===== src/hw/rtl/hogob_pkg.sv =====
// ----------------------------------------------------------------------------
// hogob_pkg
// Shared constants and direction tables for the HOG orientation binning block.
// ----------------------------------------------------------------------------
`timescale 1ns / 1ps

package hogob_pkg;

    localparam int SAMPLE_BITS_DEF = 12;
    localparam int NUM_CH          = 3;
    localparam int NUM_TAPS        = 4;
    localparam int NUM_DIRS        = 9;
    localparam int GROUP_SIZE      = 3;
    localparam int NUM_GROUPS      = NUM_DIRS / GROUP_SIZE;
    localparam int SHIFT_W         = 4;
    localparam int COEF_W          = 16;
    localparam int W_BIN           = 5;
    localparam int W_MAG           = 13;
    localparam int W_GRAD          = 13;
    localparam int OUT_W           = ((W_BIN + W_MAG + 2 * W_GRAD + 7) / 8) * 8;

    typedef logic [W_BIN-1:0] bin_t;

    // Unit vector components in Q1.14, 20 degree steps
    function automatic logic signed [COEF_W-1:0] unit_u(input int dir);
        logic signed [COEF_W-1:0] c;
        case (dir)
            0:       c = 16'sd16384;
            1:       c = 16'sd15396;
            2:       c = 16'sd12550;
            3:       c = 16'sd8192;
            4:       c = 16'sd2844;
            5:       c = -16'sd2844;
            6:       c = -16'sd8192;
            7:       c = -16'sd12550;
            8:       c = -16'sd15396;
            default: c = 16'sd0;
        endcase
        return c;
    endfunction

    function automatic logic signed [COEF_W-1:0] unit_v(input int dir);
        logic signed [COEF_W-1:0] c;
        case (dir)
            0:       c = 16'sd0;
            1:       c = 16'sd5603;
            2:       c = 16'sd10532;
            3:       c = 16'sd14189;
            4:       c = 16'sd16135;
            5:       c = 16'sd16135;
            6:       c = 16'sd14189;
            7:       c = 16'sd10532;
            8:       c = 16'sd5603;
            default: c = 16'sd0;
        endcase
        return c;
    endfunction

endpackage


===== src/hw/rtl/hogob_chan_lane.sv =====
// ----------------------------------------------------------------------------
// hogob_chan_lane
// One colour channel: bit-depth shift, central differences and L1 magnitude.
// ----------------------------------------------------------------------------
`timescale 1ns / 1ps

module hogob_chan_lane #(
    parameter int SAMPLE_BITS = hogob_pkg::SAMPLE_BITS_DEF
) (
    input  logic                                 clk,
    input  logic                                 en,
    input  logic [hogob_pkg::SHIFT_W-1:0]        shift,
    input  logic [SAMPLE_BITS-1:0]               next_row,
    input  logic [SAMPLE_BITS-1:0]               prev_row,
    input  logic [SAMPLE_BITS-1:0]               next_col,
    input  logic [SAMPLE_BITS-1:0]               prev_col,
    output logic signed [SAMPLE_BITS:0]          gx_reg,
    output logic signed [SAMPLE_BITS:0]          gy_reg,
    output logic [SAMPLE_BITS+1:0]               mag_reg
);

    localparam int GW = SAMPLE_BITS + 1;

    logic [SAMPLE_BITS-1:0] nr_s, pr_s, nc_s, pc_s;
    logic signed [GW-1:0]   gx_next, gy_next;
    logic [GW-1:0]          ax, ay;
    logic [GW:0]            mag_next;

    assign nr_s = next_row >> shift;
    assign pr_s = prev_row >> shift;
    assign nc_s = next_col >> shift;
    assign pc_s = prev_col >> shift;

    assign gx_next  = signed'({1'b0, nc_s}) - signed'({1'b0, pc_s});
    assign gy_next  = signed'({1'b0, nr_s}) - signed'({1'b0, pr_s});
    assign ax       = gx_next[GW-1] ? GW'(-gx_next) : GW'(gx_next);
    assign ay       = gy_next[GW-1] ? GW'(-gy_next) : GW'(gy_next);
    assign mag_next = {1'b0, ax} + {1'b0, ay};

    always_ff @(posedge clk)
    begin
        if (en)
        begin
            gx_reg  <= gx_next;
            gy_reg  <= gy_next;
            mag_reg <= mag_next;
        end
    end

endmodule


===== src/hw/rtl/hogob_dir_lane.sv =====
// ----------------------------------------------------------------------------
// hogob_dir_lane
// One orientation direction: dot product with the unit vector, then the
// magnitude of the dot and its signed bin code.
// ----------------------------------------------------------------------------
`timescale 1ns / 1ps

module hogob_dir_lane #(
    parameter int SAMPLE_BITS = hogob_pkg::SAMPLE_BITS_DEF,
    parameter int DIR         = 0
) (
    input  logic                                            clk,
    input  logic                                            en,
    input  logic signed [SAMPLE_BITS:0]                     gx,
    input  logic signed [SAMPLE_BITS:0]                     gy,
    output logic [SAMPLE_BITS+hogob_pkg::COEF_W+1:0]        val_reg,
    output hogob_pkg::bin_t                                 bin_reg
);

    localparam int GW = SAMPLE_BITS + 1;
    localparam int PW = GW + hogob_pkg::COEF_W;
    localparam int DW = PW + 1;
    localparam logic signed [hogob_pkg::COEF_W-1:0] U = hogob_pkg::unit_u(DIR);
    localparam logic signed [hogob_pkg::COEF_W-1:0] V = hogob_pkg::unit_v(DIR);
    localparam hogob_pkg::bin_t BIN_POS = hogob_pkg::W_BIN'(DIR);
    localparam hogob_pkg::bin_t BIN_NEG = hogob_pkg::W_BIN'(DIR + hogob_pkg::NUM_DIRS);

    logic signed [PW-1:0] pu_reg, pv_reg;
    logic signed [DW-1:0] dot;
    logic [DW-1:0]        val_next;

    always_ff @(posedge clk)
    begin
        if (en)
        begin
            pu_reg <= PW'(gx * U);
            pv_reg <= PW'(gy * V);
        end
    end

    assign dot      = DW'(pu_reg) + DW'(pv_reg);
    assign val_next = dot[DW-1] ? DW'(-dot) : DW'(dot);

    // a zero dot keeps the positive code, so an all-zero gradient lands on bin 0
    always_ff @(posedge clk)
    begin
        if (en)
        begin
            val_reg <= val_next;
            bin_reg <= dot[DW-1] ? BIN_NEG : BIN_POS;
        end
    end

endmodule


===== src/hw/rtl/hogob_chan_select.sv =====
// ----------------------------------------------------------------------------
// hogob_chan_select
// Picks the channel with the strongest L1 gradient; ties keep the lower one.
// ----------------------------------------------------------------------------
`timescale 1ns / 1ps

module hogob_chan_select #(
    parameter int SAMPLE_BITS = hogob_pkg::SAMPLE_BITS_DEF
) (
    input  logic                                                clk,
    input  logic                                                en,
    input  logic signed [hogob_pkg::NUM_CH-1:0][SAMPLE_BITS:0]  gx,
    input  logic signed [hogob_pkg::NUM_CH-1:0][SAMPLE_BITS:0]  gy,
    input  logic [hogob_pkg::NUM_CH-1:0][SAMPLE_BITS+1:0]       mag,
    output logic signed [SAMPLE_BITS:0]                         gx_reg,
    output logic signed [SAMPLE_BITS:0]                         gy_reg,
    output logic [SAMPLE_BITS+1:0]                              mag_reg
);

    logic signed [SAMPLE_BITS:0] bx, by;
    logic [SAMPLE_BITS+1:0]      bm;

    always_comb
    begin
        bx = gx[0];
        by = gy[0];
        bm = mag[0];
        for (int c = 1; c < hogob_pkg::NUM_CH; c++)
        begin
            if (mag[c] > bm)
            begin
                bx = gx[c];
                by = gy[c];
                bm = mag[c];
            end
        end
    end

    always_ff @(posedge clk)
    begin
        if (en)
        begin
            gx_reg  <= bx;
            gy_reg  <= by;
            mag_reg <= bm;
        end
    end

endmodule


===== src/hw/rtl/hogob_bin_merge.sv =====
// ----------------------------------------------------------------------------
// hogob_bin_merge
// Two-level registered reduction of the direction lanes to the winning bin.
// ----------------------------------------------------------------------------
`timescale 1ns / 1ps

module hogob_bin_merge #(
    parameter int VAL_W = 30
) (
    input  logic                                          clk,
    input  logic                                          en,
    input  logic [hogob_pkg::NUM_DIRS-1:0][VAL_W-1:0]     val,
    input  hogob_pkg::bin_t [hogob_pkg::NUM_DIRS-1:0]     bin,
    output hogob_pkg::bin_t                               bin_reg
);

    logic [hogob_pkg::NUM_GROUPS-1:0][VAL_W-1:0] gval_next, gval_reg;
    hogob_pkg::bin_t [hogob_pkg::NUM_GROUPS-1:0] gbin_next, gbin_reg;
    hogob_pkg::bin_t                             fbin;
    logic [VAL_W-1:0]                            fval;

    // lower index holds on a tie: replace only on strictly larger
    always_comb
    begin
        for (int g = 0; g < hogob_pkg::NUM_GROUPS; g++)
        begin
            gval_next[g] = val[g * hogob_pkg::GROUP_SIZE];
            gbin_next[g] = bin[g * hogob_pkg::GROUP_SIZE];
            for (int j = 1; j < hogob_pkg::GROUP_SIZE; j++)
            begin
                if (val[g * hogob_pkg::GROUP_SIZE + j] > gval_next[g])
                begin
                    gval_next[g] = val[g * hogob_pkg::GROUP_SIZE + j];
                    gbin_next[g] = bin[g * hogob_pkg::GROUP_SIZE + j];
                end
            end
        end
    end

    always_ff @(posedge clk)
    begin
        if (en)
        begin
            gval_reg <= gval_next;
            gbin_reg <= gbin_next;
        end
    end

    always_comb
    begin
        fval = gval_reg[0];
        fbin = gbin_reg[0];
        for (int g = 1; g < hogob_pkg::NUM_GROUPS; g++)
        begin
            if (gval_reg[g] > fval)
            begin
                fval = gval_reg[g];
                fbin = gbin_reg[g];
            end
        end
    end

    always_ff @(posedge clk)
    begin
        if (en)
        begin
            bin_reg <= fbin;
        end
    end

endmodule


===== src/hw/rtl/hog_gradient_orientation_bin_top.sv =====
// ----------------------------------------------------------------------------
// hog_gradient_orientation_bin_top
// Per-pixel gradient and 18-bin signed orientation for HOG features.
//
// Input stream s_*: one word per pixel carrying the four axis neighbours of
// three colour channels. Output stream m_*: one word per input word with the
// orientation bin, L1 magnitude and the chosen channel's gradient.
// Config channel cfg_*: pixel_shift, always ready; write it while idle.
//
// Throughput is one word per cycle while the receiver keeps m_tready high. The
// path from the accepting edge to m_tvalid runs through six register stages:
// channel lanes, channel select, direction multiplies, dot sum and sign, then
// two levels of the bin merge tree; the last level is the output register. All
// stages advance together, so a stalled receiver holds every stage and drops
// s_tready in the same cycle; s_tready stays high while the output register is
// empty or being taken.
// Reset clears the valid flags and sets pixel_shift to zero; no clearing pass.
// ----------------------------------------------------------------------------
`timescale 1ns / 1ps

module hog_gradient_orientation_bin_top #(
    parameter int SAMPLE_BITS = hogob_pkg::SAMPLE_BITS_DEF
) (
    input  logic                                clk,
    input  logic                                rst_n,
    // cfg_data: pixel_shift[3:0]
    input  logic                                cfg_valid,
    output logic                                cfg_ready,
    input  logic [hogob_pkg::SHIFT_W-1:0]       cfg_data,
    // s_tdata, from bit 0 up: c0_next_row, c0_prev_row, c0_next_col, c0_prev_col,
    // then the same four for c1 and c2, SAMPLE_BITS each, zero padded to bytes
    input  logic                                s_tvalid,
    output logic                                s_tready,
    input  logic [((hogob_pkg::NUM_CH * hogob_pkg::NUM_TAPS * SAMPLE_BITS + 7) / 8) * 8 - 1:0]
                                                s_tdata,
    // m_tdata, from bit 0 up: orient_bin[4:0], grad_mag[12:0], grad_x[12:0],
    // grad_y[12:0], zero padded to bytes
    output logic                                m_tvalid,
    input  logic                                m_tready,
    output logic [hogob_pkg::OUT_W-1:0]         m_tdata
);

    localparam int GW     = SAMPLE_BITS + 1;
    localparam int MW     = SAMPLE_BITS + 2;
    localparam int DW     = GW + hogob_pkg::COEF_W + 1;
    localparam int STAGES = 6;
    localparam int DLY    = 4;
    localparam int NCH    = hogob_pkg::NUM_CH;
    localparam int NDIR   = hogob_pkg::NUM_DIRS;
    localparam int PAD_W  = hogob_pkg::OUT_W - hogob_pkg::W_BIN - hogob_pkg::W_MAG
                            - 2 * hogob_pkg::W_GRAD;

    logic [hogob_pkg::SHIFT_W-1:0] shift_reg;
    logic [STAGES-1:0]             valid_reg;
    logic                          advance;

    logic signed [NCH-1:0][GW-1:0] ch_gx, ch_gy;
    logic [NCH-1:0][MW-1:0]        ch_mag;
    logic signed [GW-1:0]          sel_gx, sel_gy;
    logic [MW-1:0]                 sel_mag;

    logic signed [DLY-1:0][GW-1:0] dgx_reg, dgy_reg;
    logic [DLY-1:0][MW-1:0]        dmag_reg;

    logic [NDIR-1:0][DW-1:0]       dir_val;
    hogob_pkg::bin_t [NDIR-1:0]    dir_bin;
    hogob_pkg::bin_t               out_bin;

    logic [31:0]                   mag_ext;
    logic signed [31:0]            gx_ext, gy_ext;

    assign cfg_ready = 1'b1;

    always_ff @(posedge clk or negedge rst_n)
    begin
        if (!rst_n)
        begin
            shift_reg <= '0;
        end
        else if (cfg_valid)
        begin
            shift_reg <= cfg_data;
        end
    end

    // the whole pipe moves as one; hold everything while the output word waits
    assign advance  = !valid_reg[STAGES-1] || m_tready;
    assign s_tready = advance;
    assign m_tvalid = valid_reg[STAGES-1];

    always_ff @(posedge clk or negedge rst_n)
    begin
        if (!rst_n)
        begin
            valid_reg <= '0;
        end
        else if (advance)
        begin
            valid_reg <= {valid_reg[STAGES-2:0], s_tvalid};
        end
    end

    for (genvar c = 0; c < NCH; c++)
    begin : g_chan
        localparam int BASE = c * hogob_pkg::NUM_TAPS * SAMPLE_BITS;
        hogob_chan_lane #(
            .SAMPLE_BITS (SAMPLE_BITS)
        ) u_lane (
            .clk      (clk),
            .en       (advance),
            .shift    (shift_reg),
            .next_row (s_tdata[BASE +: SAMPLE_BITS]),
            .prev_row (s_tdata[BASE + SAMPLE_BITS +: SAMPLE_BITS]),
            .next_col (s_tdata[BASE + 2 * SAMPLE_BITS +: SAMPLE_BITS]),
            .prev_col (s_tdata[BASE + 3 * SAMPLE_BITS +: SAMPLE_BITS]),
            .gx_reg   (ch_gx[c]),
            .gy_reg   (ch_gy[c]),
            .mag_reg  (ch_mag[c])
        );
    end

    hogob_chan_select #(
        .SAMPLE_BITS (SAMPLE_BITS)
    ) u_select (
        .clk     (clk),
        .en      (advance),
        .gx      (ch_gx),
        .gy      (ch_gy),
        .mag     (ch_mag),
        .gx_reg  (sel_gx),
        .gy_reg  (sel_gy),
        .mag_reg (sel_mag)
    );

    for (genvar d = 0; d < NDIR; d++)
    begin : g_dir
        hogob_dir_lane #(
            .SAMPLE_BITS (SAMPLE_BITS),
            .DIR         (d)
        ) u_dir (
            .clk     (clk),
            .en      (advance),
            .gx      (sel_gx),
            .gy      (sel_gy),
            .val_reg (dir_val[d]),
            .bin_reg (dir_bin[d])
        );
    end

    hogob_bin_merge #(
        .VAL_W (DW)
    ) u_merge (
        .clk     (clk),
        .en      (advance),
        .val     (dir_val),
        .bin     (dir_bin),
        .bin_reg (out_bin)
    );

    // carry the chosen gradient alongside the direction lanes and merge tree
    always_ff @(posedge clk)
    begin
        if (advance)
        begin
            dgx_reg  <= {dgx_reg[DLY-2:0], sel_gx};
            dgy_reg  <= {dgy_reg[DLY-2:0], sel_gy};
            dmag_reg <= {dmag_reg[DLY-2:0], sel_mag};
        end
    end

    // an element of a packed array reads as unsigned: restore the sign first
    assign mag_ext = 32'(dmag_reg[DLY-1]);
    assign gx_ext  = 32'(signed'(dgx_reg[DLY-1]));
    assign gy_ext  = 32'(signed'(dgy_reg[DLY-1]));

    assign m_tdata = {PAD_W'(0),
                      gy_ext[hogob_pkg::W_GRAD-1:0],
                      gx_ext[hogob_pkg::W_GRAD-1:0],
                      mag_ext[hogob_pkg::W_MAG-1:0],
                      out_bin};

endmodule

===== config.mk =====
export PLATFORM = sky130hd
export DESIGN_NAME = hog_gradient_orientation_bin_top
export DESIGN_NICKNAME = d
export VERILOG_FILES = /design/src/hw/rtl/hogob_pkg.sv /design/src/hw/rtl/hogob_chan_lane.sv /design/src/hw/rtl/hogob_dir_lane.sv /design/src/hw/rtl/hogob_chan_select.sv /design/src/hw/rtl/hogob_bin_merge.sv /design/src/hw/rtl/hog_gradient_orientation_bin_top.sv
export SDC_FILE = /design/constraint.sdc
export NUM_CORES = 2
export LEC_CHECK = 0
export CORE_UTILIZATION = 55
export CTS_CLUSTER_SIZE = 30
export DETAILED_ROUTE_END_ITERATION = 10
export DONT_BUFFER_PORTS = 1
export PLACE_DENSITY = 0.74
export SLEW_MARGIN = 10
export SYNTH_ARGS = -nofsm -noshare
export SYNTH_HDL_FRONTEND = slang
export SYNTH_SLANG_ARGS = --single-unit

===== constraint.sdc =====
create_clock -name clk -period 56.3 [get_ports clk]
set_clock_uncertainty 0.15 [all_clocks]
set_input_delay 8.445 -clock clk [delete_from_list [all_inputs] [get_ports clk]]
set_output_delay 8.445 -clock clk [all_outputs]
set_load 0.01 [all_outputs]

# Yosys cells after proc, flatten, opt, wreduce, memory -nomap -nowiden
# Cells that the tools add are included.
# word_totals
inputBits	153
word_cells	186
reg_bits	1055
# op_classes
mux	45
n_reduce_logical	2
add_sub_neg	33
multipliers	10
shifts	12
n_lt_le_gt_ge	10
# ops
operator	count
$gt 30x30->1	8
$neg 30->30	8
$mux 29	8
$mux 30	7
$shr 12x4->12	12
$mux 13	11
$add 26x28->29	3
$mul 13x14->27 const B	3
$mul 13x13->26 const B	3
$neg 13->13	6
$sub 12x12->13	6
$add 28x27->29	2
$add 28x28->29	2
$mul 13x15->28 const B	2
$mux 5	10
$mul 13x11->24 const B	2
$add 13x13->14	3
$add 29x28->30	1
$neg 27->30	1
$gt 14x14->1	2
$mux 28	1
$mux 4	7
$neg 13->16	1
$mux 14	1
2 further kinds	2

# Depth between registers and ports, before layout
# logic_depth
depth_word	5
ltp_mapped	35

# Modules after synthesis
# From an unflattened synthesis, not the netlist that was laid out.
# unflattened
hier_cells	11473
area_unflattened_um2	118678.8
# modules_own_cells
mod	cells_per_inst	area_per_inst_um2	instances	seq_area_each_um2
hogob_chan_lane	541	4964.8	3	1201.2
hogob_bin_merge	1517	12637.1	1	3303.2
hogob_dir_lane at g_dir[8].u_dir	1120	11885.1	1	2552.4
hogob_dir_lane at g_dir[7].u_dir	1123	11567.3	1	2522.4
hogob_dir_lane at g_dir[4].u_dir	1090	11192.0	1	2492.4
hogob_dir_lane at g_dir[5].u_dir	1033	10890.4	1	2522.4
hogob_dir_lane at g_dir[1].u_dir	1041	10810.4	1	2552.4
hogob_dir_lane at g_dir[2].u_dir	988	9808.2	1	2492.4
hogob_dir_lane at g_dir[6].u_dir	725	7912.6	1	2252.2
hogob_dir_lane at g_dir[3].u_dir	680	7508.5	1	2192.1
hog_gradient_orientation_bin_top	224	5425.2	1	4934.7
hogob_chan_select	226	2842.7	1	1201.2
hogob_dir_lane at g_dir[0].u_dir	83	1305.0	1	900.9

# Worst setup path before layout
# No wires, ideal clock.
# synth_path
path_kind	input port to output port
from	input m_tready
to	output s_tready
path_stages	2
setup_slack_ps	13747
required_ps	47705
arrival_time_ps	33958
cell_sequence	nand2b_1 -> clkbuf_1
# synth_between
elab_chain_cells	1
# synth_lines
item	line	text
from (decl)	hog_gradient_orientation_bin_top.sv:39	input logic m_tready,
$logic_or 1x1->1	hog_gradient_orientation_bin_top.sv:87	assign advance = !valid_reg[STAGES-1] || m_tready;
to (decl)	hog_gradient_orientation_bin_top.sv:33	output logic s_tready,
# No other way between the ends.

# Worst setup path after layout
# Same ends and word-level chain as after synthesis.

==> flow_summary.ini <==
[setup_path]
path_cells = nand2b_4
worstPathRequired_ps = 47710
start_kind = input port
worstSetupPathDepth = 1
worst-path-max-fanout = 43
crit_buf_inv = 0
reg2reg_depth = 30
critPathKind = input port to output port
max_stage_delay_ps = 560
crit_slowest_cell = nand2b_4
critical-path-top-delay-family = simple AND/OR/NAND/NOR gates
cp_data_arrival_time_ps = 9010
cp-end-kind = output port

[finish]
fillers = 13900
multiInputGateArea_um2 = 57700
seq_area_um2 = 28300
nNetsFinal = 10900
drive_gt1_frac = 0.0496
syn_to_final_growth_pct = 6.95
largest_reg_flops = 245

[cts]
clock_sinks = 943
postCtsSetupBuffers = 0
cts_tree = built
clock_latency_ps = 760
cts_max_level = 3
cts_repair_resize_count = 0
clock_tree.buffer_depth = 3
hold_buffers = 0
clkTransAtPathRegs_ps = 60
numCtsBuffers = 107
clockRootBuffer = clkbuf_16

[grt]
antenna_found_initial = 17
grt_pass1_wl_mm = 400
grt_max_degree = 188
grt_use_total = 0.318
gr-total-overflow = 0
grt_pass1_vias = 65600

[timing]
setup_violations = 0
rsz0062_at_grt = no
maxSlewViolCount = 0
fin_crit_sh = 0.313
fmax_mhz = 56.8
maxSlewHeadroom = 0.178
fin_setup_tns_ps = 0
tightest_slew_ps = 1220
fin_crit_ps = 17610
hold_viol_final = 0

[job]
maxCapViolCount = 0

[yosys]
ys.flop_type = edfxtp_1
syn_area_um2 = 91300
syn_avg_cell_area_um2 = 10.4
synthTopCellsByArea = edfxtp_1 31%, ha_1 19%, fa_1 11%
ys_seq_elements = 943
async_flop_share = 0.0106
yosys_warnings = 0
synthCells = 8809
synthDistinctLibCells = 98
synth_enable_flop_cells = 933
ys_seq_area_frac = 0.310
yosys.area.top_type = edfxtp_1
synth_top_area_frac = 0.307

[routing]
wl_per_cell_um = 24.0
drt-vias-per-instance = 5.90
dr.pass1.iters = 6
vias = 65300
drt_iter0_drc = 4885
drcViolationCount = 0
detail-route-antenna-nets = 0
drt-total-wl_mm = 266

[floorplan]
rows = 149
dieArea_um2 = 168000
core_um2 = 165000
die_w_um = 409
die_h_um = 409
num_io_pins = 204
start_util = 0.554

[run_status]
status = finished clean

[placement]
gp_congestion = 1.00
io_buffers = 0
hpwlAfterDp_mm = 220

[hold_path]
hold_depth = 0
hold_path_class = flop to flop
-- cell usage after synthesis, drive strengths merged, types with 67 or more instances --
| library cell | number |
|---|---|
| buf | 70 |
| xor2 | 212 |
| mux2i | 341 |
| o21ai | 384 |
| edfxtp | 933 |
| nor2 | 450 |
| ha | 1380 |
| nand3 | 110 |
| inv | 1200 |
| clkbuf | 142 |
| o21bai | 71 |
| or3 | 67 |
| nand4 | 71 |
| xnor2 | 536 |
| nor3 | 139 |
| a21o | 192 |
| a21oi | 522 |
| nand2 | 483 |
| fa | 518 |
| nand2b | 71 |
| nor2b | 89 |
-- layer usage --
| metal | global-route usage | share of wire | up-vias |
|---|---|---|---|
| met2 | 0.529 | 0.47 | 2105 |
| met3 | 0.0456 | 0.061 | 595 |
| met4 | 0.205 | 0.074 | 14 |
| met5 | 0 | 0.00039 | - |
| met1 | 0.388 | 0.39 | 31700 |
| li1 | - | - | 30900 |
-- layout make-up --
cell class	count	share of cell area
multi-input cells	6464	0.591
flip-flops and latches	943	0.290
inverters	1203	0.0462
well taps	2189	0.0280
clock buffers	121	0.0280
clock inverters	74	0.0102
repair buffers	82	0.00669
diodes	5	0.000128
-- kinds of logic after synthesis --
family,synth area share
compound gates,0.113
xor+xnor,0.0720
fa+ha+maj,0.303
buf+inv,0.0600
flops,0.310
mux,0.0503
other cells,0.0000822
simple gates,0.0922
-- worst paths after layout --
check	slack [ps]	start	to
min in group asynchronous	7250	rst_n	valid_reg[5]
hold / removal	270	u_select.mag_reg[2]	dmag_reg[2]
setup reg to reg	48230	shift_reg[0]	g_chan[1].u_lane.mag_reg[12]
setup / recovery	38690	m_tready	s_tready
max in group asynchronous	48660	rst_n	shift_reg[1]
hold reg to reg	270	u_select.mag_reg[2]	dmag_reg[2]
-- stage by stage --
stage / std cells / worst slack (ps) / utilization / hold WS (ps) / cell area [um^2]
after floorplan: 8822 / 13750 / - / 250 / 91400
after global placement: 10900 / 38700 / 0.570 / 251 / 93900
after detailed placement: 10900 / 38670 / 0.570 / 255 / 93900
after CTS: 11100 / 38670 / 0.593 / 266 / 97700
after global routing: 11100 / 38650 / 0.593 / 274 / 97700
final: 11100 / 38690 / 0.593 / 266 / 97700
-- cells in the final DEF, fill, tap and decap left out, drive strengths merged, types with 37 or more instances in the layout --
cell type  instances
a211oi            61
a21o             192
a21oi            522
a31oi             56
and2              53
and3              39
buf               82
clkbuf           121
clkinv            37
edfxtp           933
fa               518
ha              1380
inv             1217
mux2              43
mux2i            341
nand2            483
nand2b            71
nand3            110
nand4             71
nor2             450
nor2b             89
nor3             139
o21a              63
o21ai            384
o21bai            71
o31ai             57
or2               56
or3               67
xnor2            536
xor2             212
Power is not shown: default switching activity piles up to over one toggle a cycle in this logic, so the estimate is an artifact.
